`config.mk`:
```
export PLATFORM = sky130hd
export DESIGN_NAME = button_debounce_autorepeat_top_flat
export DESIGN_NICKNAME = d
export VERILOG_FILES = /design/src/rtl/core/bda_pkg.sv /design/src/rtl/core/bda_ifs.sv /design/src/rtl/core/bda_cfg.sv /design/src/rtl/core/bda_state_mem.sv /design/src/rtl/core/bda_lane.sv /design/src/rtl/core/button_debounce_autorepeat_top.sv /design/src/flat_wrapper.sv
export VERILOG_INCLUDE_DIRS = /design/src /design/src/rtl/core
export SDC_FILE = /design/constraint.sdc
export NUM_CORES = 2
export LEC_CHECK = 0
export BUFFER_PORTS_ARGS = -buffer_cell sky130_fd_sc_hd__buf_4
export CAP_MARGIN = 10
export CELL_PAD_IN_SITES_DETAIL_PLACEMENT = 0
export CELL_PAD_IN_SITES_GLOBAL_PLACEMENT = 2
export CORE_ASPECT_RATIO = 0.8
export CORE_MARGIN = 8
export CORE_UTILIZATION = 38
export DETAILED_ROUTE_END_ITERATION = 6
export GPL_TIMING_DRIVEN = 0
export PLACE_DENSITY = 0.77
export SLEW_MARGIN = 20
export SYNTH_ARGS = -nofsm -noshare
export SYNTH_HDL_FRONTEND = slang
export SYNTH_SLANG_ARGS = --single-unit
```
`constraint.sdc`:
```
create_clock -name i_clk -period 18 [get_ports i_clk]
set_clock_uncertainty 0.2 [all_clocks]
set_input_delay 2.7 -clock i_clk [delete_from_list [all_inputs] [get_ports i_clk]]
set_output_delay 2.7 -clock i_clk [all_outputs]
set_load 0.02 [all_outputs]
```
`src/rtl/core/button_debounce_autorepeat_top_defines.svh`:
```
// Assertion macros for the button debounce / auto-repeat block.
// Used by files that carry concurrent checks; expects i_clk and i_rst_n in scope.
`ifndef BUTTON_DEBOUNCE_AUTOREPEAT_TOP_DEFINES_SVH
`define BUTTON_DEBOUNCE_AUTOREPEAT_TOP_DEFINES_SVH
`ifndef SYNTHESIS
// Generic clocked property, disabled while reset is asserted
`define BDA_ASSERT(lbl, prop, msg) \
    lbl: assert property (@(posedge i_clk) disable iff (!i_rst_n) (prop)) else $error(msg);
// Condition in a cycle implies a consequence in the next
`define BDA_ASSERT_NEXT(lbl, cond, cons, msg) \
    lbl: assert property (@(posedge i_clk) disable iff (!i_rst_n) (cond) |=> (cons)) \
        else $error(msg);
`else
`define BDA_ASSERT(lbl, prop, msg)
`define BDA_ASSERT_NEXT(lbl, cond, cons, msg)
`endif
`endif

```
`src/rtl/core/bda_pkg.sv`:
```
// Package for the button debounce / auto-repeat block: defaults, codes, types.
// No dependencies; used by every other file of the block but the defines header.
`default_nettype none

package bda_pkg;

    // Parameter defaults
    localparam int NUM_BUTTONS_DEF = 4;
    localparam int TIME_BITS_DEF   = 32;

    // Fixed field widths
    localparam int MASK_W  = 4;   // buttons visible on the output side
    localparam int CODE_W  = 7;
    localparam int CFG_W   = 16;
    localparam int PROD_W  = CFG_W + CODE_W;  // period * count
    localparam int LIM_W   = PROD_W + 1;      // start + period * count
    localparam int APB_W   = 32;
    localparam int PADDR_W = 4;
    localparam int REGIDX_W = 2;

    // Configuration register indexes
    localparam logic [REGIDX_W-1:0] REG_DEBOUNCE = 2'd0;
    localparam logic [REGIDX_W-1:0] REG_START    = 2'd1;
    localparam logic [REGIDX_W-1:0] REG_PERIOD   = 2'd2;

    // Configuration reset values
    localparam logic [CFG_W-1:0] DEBOUNCE_RST = 16'd50;
    localparam logic [CFG_W-1:0] START_RST    = 16'd700;
    localparam logic [CFG_W-1:0] PERIOD_RST   = 16'd200;

    // Repeat codes and saturation point
    localparam logic [CODE_W-1:0] CODE_NONE  = 7'd0;
    localparam logic [CODE_W-1:0] CODE_FRESH = 7'd1;
    localparam logic [CODE_W-1:0] REPEAT_MAX = 7'd100;

    typedef struct packed {
        logic [CFG_W-1:0] settle_ms;
        logic [CFG_W-1:0] hold_start_ms;
        logic [CFG_W-1:0] repeat_period_ms;
    } t_cfg;

    typedef struct packed {
        logic rd_en;
        logic wr_en;
    } t_mem_ctl;

endpackage

`default_nettype wire

```
`src/rtl/core/bda_ifs.sv`:
```
// Valid/ready channel interfaces for poll transactions and result transactions.
// Depends on bda_pkg.
`default_nettype none

interface bda_in_if #(
    parameter int TIME_BITS = bda_pkg::TIME_BITS_DEF
);
    logic                          valid;
    logic                          ready;
    logic [bda_pkg::MASK_W-1:0]    btn_pins;
    logic [TIME_BITS-1:0]          now_ms;

    modport source (output valid, btn_pins, now_ms, input ready);
    modport sink   (input valid, btn_pins, now_ms, output ready);
endinterface

interface bda_out_if;
    logic                          valid;
    logic                          ready;
    logic [bda_pkg::MASK_W-1:0]    held_mask;
    logic [bda_pkg::MASK_W-1:0]    pressed_edge_mask;
    logic [bda_pkg::MASK_W-1:0]    released_edge_mask;
    logic [bda_pkg::CODE_W-1:0]    repeat_code_0;
    logic [bda_pkg::CODE_W-1:0]    repeat_code_1;
    logic [bda_pkg::CODE_W-1:0]    repeat_code_2;
    logic [bda_pkg::CODE_W-1:0]    repeat_code_3;

    modport source (output valid, held_mask, pressed_edge_mask, released_edge_mask,
                    repeat_code_0, repeat_code_1, repeat_code_2, repeat_code_3,
                    input ready);
    modport sink   (input valid, held_mask, pressed_edge_mask, released_edge_mask,
                    repeat_code_0, repeat_code_1, repeat_code_2, repeat_code_3,
                    output ready);
endinterface

`default_nettype wire

```
`src/rtl/core/bda_cfg.sv`:
```
// APB-style configuration registers: debounce time, repeat start, repeat period.
// Depends on bda_pkg.
`default_nettype none

module bda_cfg (
    input  logic                          i_clk,
    input  logic                          i_rst_n,
    input  logic                          psel,
    input  logic                          penable,
    input  logic                          pwrite,
    input  logic [bda_pkg::PADDR_W-1:0]   paddr,
    input  logic [bda_pkg::APB_W-1:0]     pwdata,
    output logic [bda_pkg::APB_W-1:0]     prdata,
    output logic                          pready,
    output bda_pkg::t_cfg                 o_cfg
);

    bda_pkg::t_cfg                   r_cfg;
    logic [bda_pkg::REGIDX_W-1:0]    reg_idx;
    logic                            wr_en;

    assign reg_idx = paddr[bda_pkg::PADDR_W-1:2];
    assign wr_en   = psel && penable && pwrite;
    assign pready  = 1'b1;
    assign o_cfg   = r_cfg;

    // Register writes; out-of-range index is ignored
    always_ff @(posedge i_clk) begin
        if (!i_rst_n) begin
            r_cfg.settle_ms        <= bda_pkg::DEBOUNCE_RST;
            r_cfg.hold_start_ms    <= bda_pkg::START_RST;
            r_cfg.repeat_period_ms <= bda_pkg::PERIOD_RST;
        end else if (wr_en) begin
            unique case (reg_idx)
                bda_pkg::REG_DEBOUNCE: begin
                    r_cfg.settle_ms <= pwdata[bda_pkg::CFG_W-1:0];
                end
                bda_pkg::REG_START: begin
                    r_cfg.hold_start_ms <= pwdata[bda_pkg::CFG_W-1:0];
                end
                bda_pkg::REG_PERIOD: begin
                    r_cfg.repeat_period_ms <= pwdata[bda_pkg::CFG_W-1:0];
                end
                default: begin
                end
            endcase
        end
    end

    // Read-back mux
    always_comb begin
        unique case (reg_idx)
            bda_pkg::REG_DEBOUNCE: prdata = bda_pkg::APB_W'(r_cfg.settle_ms);
            bda_pkg::REG_START:    prdata = bda_pkg::APB_W'(r_cfg.hold_start_ms);
            bda_pkg::REG_PERIOD:   prdata = bda_pkg::APB_W'(r_cfg.repeat_period_ms);
            default:               prdata = '0;
        endcase
    end

endmodule

`default_nettype wire

```
`src/rtl/core/bda_state_mem.sv`:
```
// State memory holding every button's record in one row; registered read.
// A valid flag makes the row read as all zero (the reset state) until first written.
`default_nettype none

module bda_state_mem #(
    parameter int WIDTH = 8
) (
    input  logic                  i_clk,
    input  logic                  i_rst_n,
    input  bda_pkg::t_mem_ctl     i_ctl,
    input  logic [WIDTH-1:0]      i_wr_data,
    output logic [WIDTH-1:0]      o_rd_data
);

    logic [WIDTH-1:0] r_mem [0:0];
    logic             r_valid;
    logic [WIDTH-1:0] r_rd_data;

    // Write port
    always_ff @(posedge i_clk) begin
        if (i_ctl.wr_en) begin
            r_mem[0] <= i_wr_data;
        end
    end

    // Row valid flag, cleared by reset
    always_ff @(posedge i_clk) begin
        if (!i_rst_n) begin
            r_valid <= 1'b0;
        end else if (i_ctl.wr_en) begin
            r_valid <= 1'b1;
        end
    end

    // Registered read; an unwritten row reads as the reset state
    always_ff @(posedge i_clk) begin
        if (i_ctl.rd_en) begin
            r_rd_data <= r_valid ? r_mem[0] : '0;
        end
    end

    assign o_rd_data = r_rd_data;

endmodule

`default_nettype wire

```
`src/rtl/core/bda_lane.sv`:
```
// One button's update: debounce acceptance, edge detect and auto-repeat count.
// Depends on bda_pkg. Record layout {level, seen_time, change_time, count}.
`default_nettype none

module bda_lane #(
    parameter int TIME_BITS = bda_pkg::TIME_BITS_DEF,
    localparam int REC_W    = 2 * TIME_BITS + 1 + bda_pkg::CODE_W
) (
    input  logic                          i_pressed,
    input  logic [TIME_BITS-1:0]          i_now,
    input  bda_pkg::t_cfg                 i_cfg,
    input  logic [REC_W-1:0]              i_rec,
    output logic [REC_W-1:0]              o_rec,
    output logic                          o_held,
    output logic                          o_rise,
    output logic                          o_fall,
    output logic [bda_pkg::CODE_W-1:0]    o_code
);

    localparam int CMP_W = (TIME_BITS > bda_pkg::LIM_W) ? TIME_BITS : bda_pkg::LIM_W;
    localparam int CW    = bda_pkg::CODE_W;

    logic                     level;
    logic [TIME_BITS-1:0]     seen;
    logic [TIME_BITS-1:0]     chg;
    logic [CW-1:0]            cnt;

    logic [TIME_BITS-1:0]     age;
    logic                     differ;
    logic                     take;
    logic                     lvl_n;
    logic [TIME_BITS-1:0]     seen_n;
    logic [TIME_BITS-1:0]     chg_n;
    logic [CW-1:0]            cnt_base;
    logic [bda_pkg::PROD_W-1:0] prod;
    logic [bda_pkg::LIM_W-1:0]  limit;
    logic [TIME_BITS-1:0]     elapsed;
    logic                     over;
    logic [CW-1:0]            cnt_inc;
    logic [CW-1:0]            cnt_n;

    // Unpack record
    assign level = i_rec[REC_W-1];
    assign seen  = i_rec[REC_W-2 -: TIME_BITS];
    assign chg   = i_rec[CW +: TIME_BITS];
    assign cnt   = i_rec[CW-1:0];

    // Debounce: a change is taken once the last agreeing sample is old enough
    assign differ   = (i_pressed != level);
    assign age      = i_now - seen;
    assign take     = differ && (age >= TIME_BITS'(i_cfg.settle_ms));
    assign lvl_n    = take ? i_pressed : level;
    assign seen_n   = (take || !differ) ? i_now : seen;
    assign chg_n    = take ? i_now : chg;
    assign cnt_base = take ? '0 : cnt;

    // Repeat threshold; multiply uses the stored count, a fresh change uses zero
    assign prod    = bda_pkg::PROD_W'(i_cfg.repeat_period_ms) * bda_pkg::PROD_W'(cnt);
    assign limit   = take ? bda_pkg::LIM_W'(i_cfg.hold_start_ms)
                          : bda_pkg::LIM_W'(i_cfg.hold_start_ms) + bda_pkg::LIM_W'(prod);
    assign elapsed = take ? '0 : (i_now - chg);
    assign over    = lvl_n && (CMP_W'(elapsed) > CMP_W'(limit));

    // Saturating count step
    assign cnt_inc = (cnt_base >= bda_pkg::REPEAT_MAX) ? bda_pkg::REPEAT_MAX
                                                       : cnt_base + CW'(1);
    assign cnt_n   = over ? cnt_inc : cnt_base;

    // Outputs
    assign o_held = lvl_n;
    assign o_rise = lvl_n && !level;
    assign o_fall = !lvl_n && level;

    always_comb begin
        priority if (over) begin
            o_code = cnt_inc + CW'(1);
        end else if (o_rise) begin
            o_code = bda_pkg::CODE_FRESH;
        end else begin
            o_code = bda_pkg::CODE_NONE;
        end
    end

    assign o_rec = {lvl_n, seen_n, chg_n, cnt_n};

endmodule

`default_nettype wire

```
`src/rtl/core/button_debounce_autorepeat_top.sv`:
```
// Top level of the button debounce / auto-repeat block: poll pipeline and output register.
// Depends on bda_pkg, bda_ifs, bda_cfg, bda_state_mem, bda_lane and the defines header.
//
//  Channel   Dir  Handshake                 Payload
//  i_in      in   valid/ready               btn_pins[3:0], now_ms[TIME_BITS-1:0]
//  o_out     out  valid/ready               held/pressed/released masks, repeat_code_0..3
//  APB       in   psel/penable/pwrite/pready  paddr[3:0], pwdata/prdata[31:0]
//
//  One poll per cycle sustained while o_out.ready stays high. The state row is read at the edge
//  that takes the poll, the lanes update from the update stage registers, and their result
//  loads the output register when the update stage fires.
//  A poll that follows directly takes the written-back state from a forwarding register.
//  Reset clears the state row's valid flag, so no clearing pass is needed.
//  With o_out.ready low the output register holds, the update stage fills, then
//  i_in.ready drops until the result transaction completes.
`default_nettype none
`include "button_debounce_autorepeat_top_defines.svh"

module button_debounce_autorepeat_top #(
    parameter int NUM_BUTTONS = bda_pkg::NUM_BUTTONS_DEF,
    parameter int TIME_BITS   = bda_pkg::TIME_BITS_DEF
) (
    input  logic                          i_clk,
    input  logic                          i_rst_n,
    bda_in_if.sink                        i_in,
    bda_out_if.source                     o_out,
    input  logic                          psel,
    input  logic                          penable,
    input  logic                          pwrite,
    input  logic [bda_pkg::PADDR_W-1:0]   paddr,
    input  logic [bda_pkg::APB_W-1:0]     pwdata,
    output logic [bda_pkg::APB_W-1:0]     prdata,
    output logic                          pready
);

    localparam int REC_W = 2 * TIME_BITS + 1 + bda_pkg::CODE_W;
    localparam int ST_W  = NUM_BUTTONS * REC_W;
    localparam int MW    = bda_pkg::MASK_W;
    localparam int CW    = bda_pkg::CODE_W;

    bda_pkg::t_cfg            cfg;
    bda_pkg::t_mem_ctl        mem_ctl;

    logic                     in_ready;
    logic                     in_acc;
    logic                     s1_fire;

    logic                     r_s1_valid;
    logic                     r_s1_fwd;
    logic [MW-1:0]            r_s1_raw;
    logic [TIME_BITS-1:0]     r_s1_now;

    logic [ST_W-1:0]          mem_rd;
    logic [ST_W-1:0]          cur_state;
    logic [ST_W-1:0]          n_state;
    logic [ST_W-1:0]          r_wb;

    logic [NUM_BUTTONS-1:0]   lane_press;
    logic [NUM_BUTTONS-1:0]   lane_held;
    logic [NUM_BUTTONS-1:0]   lane_rise;
    logic [NUM_BUTTONS-1:0]   lane_fall;
    logic [CW-1:0]            lane_code [NUM_BUTTONS];

    logic [MW-1:0]            n_held;
    logic [MW-1:0]            n_rise;
    logic [MW-1:0]            n_fall;
    logic [CW-1:0]            n_code [MW];

    logic                     r_out_valid;
    logic [MW-1:0]            r_out_held;
    logic [MW-1:0]            r_out_rise;
    logic [MW-1:0]            r_out_fall;
    logic [CW-1:0]            r_out_code [MW];

    // Configuration registers
    bda_cfg u_cfg (
        .i_clk   (i_clk),
        .i_rst_n (i_rst_n),
        .psel    (psel),
        .penable (penable),
        .pwrite  (pwrite),
        .paddr   (paddr),
        .pwdata  (pwdata),
        .prdata  (prdata),
        .pready  (pready),
        .o_cfg   (cfg)
    );

    // Handshake: update stage advances when the output register is free or draining
    assign s1_fire    = r_s1_valid && (!r_out_valid || o_out.ready);
    assign in_ready   = !r_s1_valid || s1_fire;
    assign in_acc     = i_in.valid && in_ready;
    assign i_in.ready = in_ready;

    // Memory: read on accept, write back on update
    assign mem_ctl.rd_en = in_acc;
    assign mem_ctl.wr_en = s1_fire;

    bda_state_mem #(
        .WIDTH (ST_W)
    ) u_mem (
        .i_clk     (i_clk),
        .i_rst_n   (i_rst_n),
        .i_ctl     (mem_ctl),
        .i_wr_data (n_state),
        .o_rd_data (mem_rd)
    );

    // Update stage control
    always_ff @(posedge i_clk) begin
        if (!i_rst_n) begin
            r_s1_valid <= 1'b0;
            r_s1_fwd   <= 1'b0;
        end else begin
            if (in_ready) begin
                r_s1_valid <= i_in.valid;
            end
            if (in_acc) begin
                r_s1_fwd <= s1_fire;
            end
        end
    end

    // Update stage payload
    always_ff @(posedge i_clk) begin
        if (in_acc) begin
            r_s1_raw <= i_in.btn_pins;
            r_s1_now <= i_in.now_ms;
        end
    end

    // Forwarding register: the row written in the cycle the current poll was read
    always_ff @(posedge i_clk) begin
        if (s1_fire) begin
            r_wb <= n_state;
        end
    end

    assign cur_state = r_s1_fwd ? r_wb : mem_rd;

    // Per-button lanes; buttons past the raw field read as pressed
    for (genvar b = 0; b < NUM_BUTTONS; b++) begin : g_lane
        if (b < MW) begin : g_raw
            assign lane_press[b] = !r_s1_raw[b];
        end else begin : g_tied
            assign lane_press[b] = 1'b1;
        end

        bda_lane #(
            .TIME_BITS (TIME_BITS)
        ) u_lane (
            .i_pressed (lane_press[b]),
            .i_now     (r_s1_now),
            .i_cfg     (cfg),
            .i_rec     (cur_state[b*REC_W +: REC_W]),
            .o_rec     (n_state[b*REC_W +: REC_W]),
            .o_held    (lane_held[b]),
            .o_rise    (lane_rise[b]),
            .o_fall    (lane_fall[b]),
            .o_code    (lane_code[b])
        );
    end

    // Output field mapping; absent buttons read as zero
    for (genvar b = 0; b < MW; b++) begin : g_map
        if (b < NUM_BUTTONS) begin : g_on
            assign n_held[b] = lane_held[b];
            assign n_rise[b] = lane_rise[b];
            assign n_fall[b] = lane_fall[b];
            assign n_code[b] = lane_code[b];
        end else begin : g_off
            assign n_held[b] = 1'b0;
            assign n_rise[b] = 1'b0;
            assign n_fall[b] = 1'b0;
            assign n_code[b] = bda_pkg::CODE_NONE;
        end
    end

    // Output register control
    always_ff @(posedge i_clk) begin
        if (!i_rst_n) begin
            r_out_valid <= 1'b0;
        end else if (s1_fire) begin
            r_out_valid <= 1'b1;
        end else if (o_out.ready) begin
            r_out_valid <= 1'b0;
        end
    end

    // Output register payload
    always_ff @(posedge i_clk) begin
        if (s1_fire) begin
            r_out_held <= n_held;
            r_out_rise <= n_rise;
            r_out_fall <= n_fall;
            r_out_code <= n_code;
        end
    end

    assign o_out.valid              = r_out_valid;
    assign o_out.held_mask          = r_out_held;
    assign o_out.pressed_edge_mask  = r_out_rise;
    assign o_out.released_edge_mask = r_out_fall;
    assign o_out.repeat_code_0      = r_out_code[0];
    assign o_out.repeat_code_1      = r_out_code[1];
    assign o_out.repeat_code_2      = r_out_code[2];
    assign o_out.repeat_code_3      = r_out_code[3];

    // Checks
    `BDA_ASSERT(a_edges_vs_held, o_out.valid |-> (((o_out.pressed_edge_mask & ~o_out.held_mask) == '0) && ((o_out.released_edge_mask & o_out.held_mask) == '0)), "edge mask disagrees with held mask")
    `BDA_ASSERT(a_code_needs_held, (o_out.valid && (o_out.repeat_code_0 != bda_pkg::CODE_NONE)) |-> o_out.held_mask[0], "repeat code on a released button")
    `BDA_ASSERT(a_stall_blocks_input, (r_s1_valid && r_out_valid && !o_out.ready) |-> !i_in.ready, "poll taken while pipeline is full")
    `BDA_ASSERT_NEXT(a_update_lands, s1_fire, r_out_valid, "update stage result lost")

endmodule

`default_nettype wire
```
`src/flat_wrapper.sv`:
```
// flat-port wrapper written by rule: the top's interface ports become plain ports
module button_debounce_autorepeat_top_flat 
#(
    parameter int NUM_BUTTONS = bda_pkg::NUM_BUTTONS_DEF,
    parameter int TIME_BITS   = bda_pkg::TIME_BITS_DEF
)
  (i_clk, i_rst_n, psel, penable, pwrite, paddr, pwdata, prdata, pready, i_in_valid, i_in_btn_pins, i_in_now_ms, i_in_ready, o_out_valid, o_out_held_mask, o_out_pressed_edge_mask, o_out_released_edge_mask, o_out_repeat_code_0, o_out_repeat_code_1, o_out_repeat_code_2, o_out_repeat_code_3, o_out_ready);
  bda_in_if #(.TIME_BITS(TIME_BITS)) i_in_i ();
  bda_out_if o_out_i ();
  input  logic i_clk;
  input  logic i_rst_n;
  input  logic psel;
  input  logic penable;
  input  logic pwrite;
  input  logic [bda_pkg::PADDR_W-1:0] paddr;
  input  logic [bda_pkg::APB_W-1:0] pwdata;
  output logic [bda_pkg::APB_W-1:0] prdata;
  output logic pready;
  input wire logic [$bits(i_in_i.valid)-1:0] i_in_valid;
  input wire logic [$bits(i_in_i.btn_pins)-1:0] i_in_btn_pins;
  input wire logic [$bits(i_in_i.now_ms)-1:0] i_in_now_ms;
  output wire logic [$bits(i_in_i.ready)-1:0] i_in_ready;
  output wire logic [$bits(o_out_i.valid)-1:0] o_out_valid;
  output wire logic [$bits(o_out_i.held_mask)-1:0] o_out_held_mask;
  output wire logic [$bits(o_out_i.pressed_edge_mask)-1:0] o_out_pressed_edge_mask;
  output wire logic [$bits(o_out_i.released_edge_mask)-1:0] o_out_released_edge_mask;
  output wire logic [$bits(o_out_i.repeat_code_0)-1:0] o_out_repeat_code_0;
  output wire logic [$bits(o_out_i.repeat_code_1)-1:0] o_out_repeat_code_1;
  output wire logic [$bits(o_out_i.repeat_code_2)-1:0] o_out_repeat_code_2;
  output wire logic [$bits(o_out_i.repeat_code_3)-1:0] o_out_repeat_code_3;
  input wire logic [$bits(o_out_i.ready)-1:0] o_out_ready;
  assign i_in_i.valid = i_in_valid;
  assign i_in_i.btn_pins = i_in_btn_pins;
  assign i_in_i.now_ms = i_in_now_ms;
  assign i_in_ready = i_in_i.ready;
  assign o_out_valid = o_out_i.valid;
  assign o_out_held_mask = o_out_i.held_mask;
  assign o_out_pressed_edge_mask = o_out_i.pressed_edge_mask;
  assign o_out_released_edge_mask = o_out_i.released_edge_mask;
  assign o_out_repeat_code_0 = o_out_i.repeat_code_0;
  assign o_out_repeat_code_1 = o_out_i.repeat_code_1;
  assign o_out_repeat_code_2 = o_out_i.repeat_code_2;
  assign o_out_repeat_code_3 = o_out_i.repeat_code_3;
  assign o_out_i.ready = o_out_ready;
  button_debounce_autorepeat_top #(.NUM_BUTTONS(NUM_BUTTONS), .TIME_BITS(TIME_BITS)) u_core (.i_clk(i_clk), .i_rst_n(i_rst_n), .i_in(i_in_i), .o_out(o_out_i), .psel(psel), .penable(penable), .pwrite(pwrite), .paddr(paddr), .pwdata(pwdata), .prdata(prdata), .pready(pready));
endmodule
```
Yosys cells after proc, flatten, opt, wreduce, memory -nomap -nowiden
Memory sizes are Yosys's and may differ from the RTL's. A register that Yosys moved wholly into a read port is not among the register bits.
Index checks and enable logic that the tools add are counted.
{"block": "totals", "reg_bits": 416, "ramBits": 288, "in_bits": 79, "output_inout_bits": 75, "word_cells": 156, "n_memories": 1}
{"block": "op_classes", "addsub": 20, "n_mul": 4, "n_lt_le_gt_ge": 12, "n_eq_ne": 6, "mux": 46, "n_reduce_logical": 50}
{"name": "u_core.u_mem.r_mem", "depth": 1, "width": 288, "rd": 1, "rd_ports_with_merged_regs": 1, "write_ports": 1, "line": "bda_state_mem.sv:15", "rtl": "logic [WIDTH-1:0] r_mem [0:0];"}
{"op": "two-way mux 32 bit", "n": 12}
{"op": "two-way mux 288 bit", "n": 1}
{"op": "subtractor 32 bit", "n": 8}
{"op": "greater-or-equal comparator 32 x 16 -> 1 bit", "n": 4}
{"op": "> comparator 32 x 24 -> 1 bit", "n": 4}
{"op": "two-way mux 7 bit", "n": 16}
{"op": "adder 16 x 23 -> 24 bit", "n": 4}
{"op": "two-way mux 24 bit", "n": 4}
{"op": "multiplier 16 x 7 -> 23 bit", "n": 4}
{"op": "adder 7 x 1 -> 7 bit, second input constant", "n": 8}
{"op": "one-hot mux 16 bit (3 select lines)", "n": 1}
{"op": "greater-or-equal comparator 7 bit, second input constant", "n": 4}
{"op": "logical AND 1 bit", "n": 20}
{"op": "zero test 1 bit", "n": 19}
{"op": "two-way mux 1 bit", "n": 12}
{"op": "logical OR 1 bit", "n": 6}
{"op": "AND reduction 2 bit", "n": 3}
{"op": "!= test 1 bit", "n": 4}
{"op": "equality test 2 x 1 -> 1 bit, second input constant", "n": 1}
{"op": "equality test 2 bit, second input constant", "n": 1}
{"op": "zero test 2 bit", "n": 1}
{"op": "nonzero test 2 bit", "n": 1}

Longest topological paths before layout
{"block": "depth", "ltp_word": 9, "mapped_depth": 47}

Modules after synthesis
From an unflattened synthesis, not the netlist that was laid out.
{"block": "unflattened", "cells_unflattened": 7724, "hier_area_um2": 78944.5}
{"module": "bda_state_mem", "n_inst": 1, "cells_each": 898, "area_each_um2": 19438.6, "seq_area_each_um2": 17316.6}
{"module": "button_debounce_autorepeat_top", "n_inst": 1, "cells_each": 700, "area_each_um2": 15371.0, "seq_area_each_um2": 10990.5}
{"module": "bda_lane (u_core.g_lane[2].u_lane)", "n_inst": 1, "cells_each": 1464, "area_each_um2": 10642.7, "seq_area_each_um2": 0.0}
{"module": "bda_lane (u_core.g_lane[3].u_lane)", "n_inst": 1, "cells_each": 1491, "area_each_um2": 10505.1, "seq_area_each_um2": 0.0}
{"module": "bda_lane (u_core.g_lane[0].u_lane)", "n_inst": 1, "cells_each": 1451, "area_each_um2": 10483.8, "seq_area_each_um2": 0.0}
{"module": "bda_lane (u_core.g_lane[1].u_lane)", "n_inst": 1, "cells_each": 1457, "area_each_um2": 10123.5, "seq_area_each_um2": 0.0}
{"module": "bda_cfg", "n_inst": 1, "cells_each": 263, "area_each_um2": 2379.8, "seq_area_each_um2": 960.9}

Worst setup path before layout
Ideal clock, no wire load.
{"block": "synth_path", "kind": "input-to-reg", "start": "input o_out_ready", "end": "register u_core.r_s1_fwd", "setup_time_ps": 110, "arrival_time_ps": 18695, "required_time_ps": 17690, "path_slack_ps": -1006, "stages": 4, "n_path_buf": 0, "cell_sequence": "nor2b_1 nor2b_1 a22oi_1 nor2b_1"}
{"block": "synth_via", "elab_chain_cells": 4}
{"item": "from (decl)", "line": "flat_wrapper.sv:31", "rtl": "input wire logic [$bits(o_out_i.ready)-1:0] o_out_ready;"}
{"item": "logical OR 1 bit (*)", "line": "button_debounce_autorepeat_top.sv:90", "rtl": "assign s1_fire = r_s1_valid && (!r_out_valid || o_out.ready);"}
{"item": "logical AND 1 bit (*)", "line": "button_debounce_autorepeat_top.sv:90"}
{"item": "net u_core.s1_fire", "line": "button_debounce_autorepeat_top.sv:46", "rtl": "logic s1_fire;"}
{"item": "logical OR 1 bit", "line": "button_debounce_autorepeat_top.sv:91", "rtl": "assign in_ready = !r_s1_valid || s1_fire;"}
{"item": "logical AND 1 bit", "line": "button_debounce_autorepeat_top.sv:92", "rtl": "assign in_acc = i_in.valid && in_ready;"}
{"item": "to (signal assigned)", "line": "button_debounce_autorepeat_top.sv:119", "rtl": "r_s1_fwd <= s1_fire;"}
{"item": "to (decl)", "line": "button_debounce_autorepeat_top.sv:49", "rtl": "logic r_s1_fwd;"}
The timed path passes the listed nets; every way through them passes the cells marked *.
A chain may end at the register's enable or synchronous reset.

Worst setup path in the final report
{"block": "layout_path", "start": "register u_core.r_s1_fwd", "end": "register u_core.r_out_code, in the netlist u_core.o_out.repeat_code_2[0] (data pin)"}
{"block": "layout_via", "elab_chain_cells": 9, "word_cells_on_any_way": 22, "classes_between": "add/sub: 5; mul: 1; order compare: 3; eq/ne: 1; mux: 8; reduce/logical: 4"}
{"item": "two-way mux 288 bit (*)", "line": "button_debounce_autorepeat_top.sv:139", "rtl": "assign cur_state = r_s1_fwd ? r_wb : mem_rd;"}
{"item": "branches (longest 7 deep; another with > comparator 32 x 24 -> 1 bit)"}
{"item": "two-way mux 7 bit (*)", "line": "bda_lane.sv:75", "rtl": "priority if (over) begin"}
{"item": "net u_core.g_lane[2].u_lane.o_code, one bit", "line": "bda_lane.sv:17", "rtl": "output logic [bda_pkg::CODE_W-1:0] o_code"}
{"item": "to (signal assigned)", "line": "button_debounce_autorepeat_top.sv:196", "rtl": "r_out_code <= n_code;"}
{"item": "to (decl)", "line": "button_debounce_autorepeat_top.sv:73", "rtl": "logic [CW-1:0] r_out_code [MW];"}
Mark *: on every way through the listed nets, which the timed path passes.

==> results.toml <==
[status]
status = "complete, no violations"

[layout]
design_area_um2 = 73800
layout-drive-gt1-share = 0.0669
fill_cells = 17100
final_util = 0.429
layout_commonest_cell = "nand2_1"
stdcell_count = 9739
final_cell_mix = "nand2_1 (754), edfxtp_1 (648), ha_1 (616)"
nNetsFinal = 8405
area_delta_synth_final_pct = 11.9

[routing]
avgRoutedWirePerCell_um = 26.2
drc = 0
vias = 55800
routed_wl_um = 256000
drt-pass1-iter-count = 6
antenna_left = 0
first_iter_violations = 5867
via_per_inst = 5.73

[flow_run]
cap_viol_max_count = 0

[clock_tree]
post_cts_buffers = 0
cts_sinks = 700
holdBufCountCts = 0
tritoncts = "done"
htreeDepth = 3
clock_latency_ns = 0.73
cts_root_buf = "clkbuf_16"
cts_buffers = 85
path_clk_slew_ns = 0.07
post_cts_resized = 0
cts_buffer_depth = 3

[timing]
finalCritPeriodShare = 0.924
slew_headroom = 0.197
slew_viol_final = 0
setup_tns_ns = 0
setup_ws_ns = 1.37
finalCriticalPeriod_ns = 16.63
worstMarginPinSlew_ns = 1.20
max_freq_mhz = 60.1
finalSetupViolCount = 0
hold_viol = 0
worst_hold_slack_ns = 0.331
rsz0062_at_grt = "no"

[floorplan]
initial_utilization = 0.383
fp.dieH_um = 389
io_pins = 154
dieWidth_um = 482
rows = 136
core_area_um2 = 172000
dieArea_um2 = 187000

[placed_design]
portBuffers = 118
postPlaceCellArea_um2 = 71000
gp_congestion = 0.911
post-place-ws_ns = 1.51
dp.cells = 9551
dp_hpwl_um = 195000

[synth]
synth.distinct_cells = 101
synth-edff-count = 648
postSynthCellCount = 7082
ys.flop_type = "edfxtp_1"
synthArstFlopShare = 0
seq_area_frac_synth = 0.311
yosysWarnings = 0
ys_seq_elements = 700
syn_area_per_cell_um2 = 9.32
syn-cell-area_um2 = 66000

[setup_path]
worstPathRequired_ns = 18.10
crit_path_start_kind = "flip-flop"
cp_top_family = "buffers and inverters"
critPathCaptureType = "flip-flop"
cp_data_arrival_time_ns = 16.73
crit_type = "flip-flop to flip-flop"
worst-path-buf-inv = 11
crit_slowest_cell = "buf_1"
path_common_cell = "buf_2"
slowest_delay_ns = 0.85
cp_max_fo = 10

[grt]
grt_use_total = 0.264
grt_pass1_wl_um = 367000
antenna_found_initial = 50
top_usage_layer = "met1"
use_met2 = 0.384
gr-usage-met1 = 0.388
grt_max_degree = 89
grt_pass1_vias = 53200
grt-ovfl-total = 0
globalRouteMet3Util = 0.0636

[pwr]
power.leakage_nw = 30.7
peakVddDrop_mv = 0.0646
fin_total_pwr_mw = 5.86
power_density_nw_per_um2 = 79.3

[worst_hold_path]
min_path_type = "flip-flop to flip-flop"
==> where the power goes <==
| group | total, mW | switching, mW | internal [mW] |
|---|---|---|---|
| Clock | 1.77 | 0.783 | 0.983 |
| Sequential | 1.95 | 0.0558 | 1.90 |
| Combinational | 2.14 | 1.34 | 0.798 |
| Total | 5.86 | 2.18 | 3.68 |
==> area by class of cell <==
type	instances	area (um^2)	area share
buffer	359	1580	0.0214
antenna	31	77.6	0.00105
tap	2277	2850	0.0386
timing repair buffer	178	2060	0.0279
multi-input combinational	5523	42100	0.570
sequential	700	20500	0.278
inverter	515	1940	0.0263
clock buffer	113	2310	0.0313
clock inverter	43	434	0.00588
==> path summary, 6_finish.rpt <==
check	start	to	slack, ns	cells after the start
hold / removal	u_core.r_s1_valid	u_core.o_out.valid	0.33	1
setup reg to reg	u_core.r_s1_fwd	u_core.o_out.repeat_code_2[0]	1.37	44
setup / recovery	u_core.r_s1_fwd	u_core.o_out.repeat_code_2[0]	1.37	44
hold reg to reg	u_core.r_s1_valid	u_core.o_out.valid	0.33	1
==> kinds of logic (layout without fill, tap and decap cells) <==
family,after synthesis,in the layout,share of synthesized area
buffers and inverters,874,1208,0.0529
xor gates and xnor gates,245,245,0.0325
DFF,700,700,0.311
other,2,48,0.000114
and+or+nand+nor,2388,2388,0.178
AOI/OAI and AO/OA,1536,1536,0.146
adders and majority gates,964,964,0.222
muxes,373,373,0.0575
==> layer usage <==
metal,vias to the layer above,wire (um),share of wire
met2,2137,106000,0.42
li1,25500,-,-
met3,310,23500,0.092
met5,-,31,0.00012
met4,4,7830,0.031
met1,27800,118000,0.46
==> worst register-to-register path, delay by kind of cell, from the launching register on <==
kind	cells	cell delay, ns
and+or+nand+nor	8	2.39
DFF	1	0.37
adders and majority gates	3	1.09
muxes	1	0.22
xor gates and xnor gates	1	0.15
AOI/OAI and AO/OA	20	5.50
buffers and inverters	11	6.31
==> synth_stat cells (all sizes together), types with 106 or more instances <==
cell	n	share of area
nand2	755	0.043
edfxtp	648	0.29
ha	616	0.12
and2	559	0.053
inv	515	0.029
a21oi	501	0.038
nor2	482	0.027
o21ai	386	0.030
fa	348	0.11
mux2i	325	0.049
clkbuf	253	0.014
xnor2	161	0.021
a21o	142	0.016
buf	106	0.0092
==> registers in the layout (all words and copies together), names as in the netlist <==
name / count
u_core.r_s1_now: 32
u_core.o_out.pressed_edge_mask: 4
u_core.r_s1_valid: 1
u_core.o_out.repeat_code_1: 7
u_core.u_mem.r_valid: 1
u_core.o_out.released_edge_mask: 4
u_core.o_out.repeat_code_2: 7
u_core.o_out.repeat_code_3: 7
u_core.u_mem.o_rd_data: 288
u_core.r_wb: 288
u_core.o_out.valid: 1
u_core.o_out.repeat_code_0: 7
u_core.u_cfg.o_cfg: 48
u_core.r_s1_fwd: 1
u_core.r_s1_raw: 4
No activity file was read; power rests on OpenSTA's default activity.
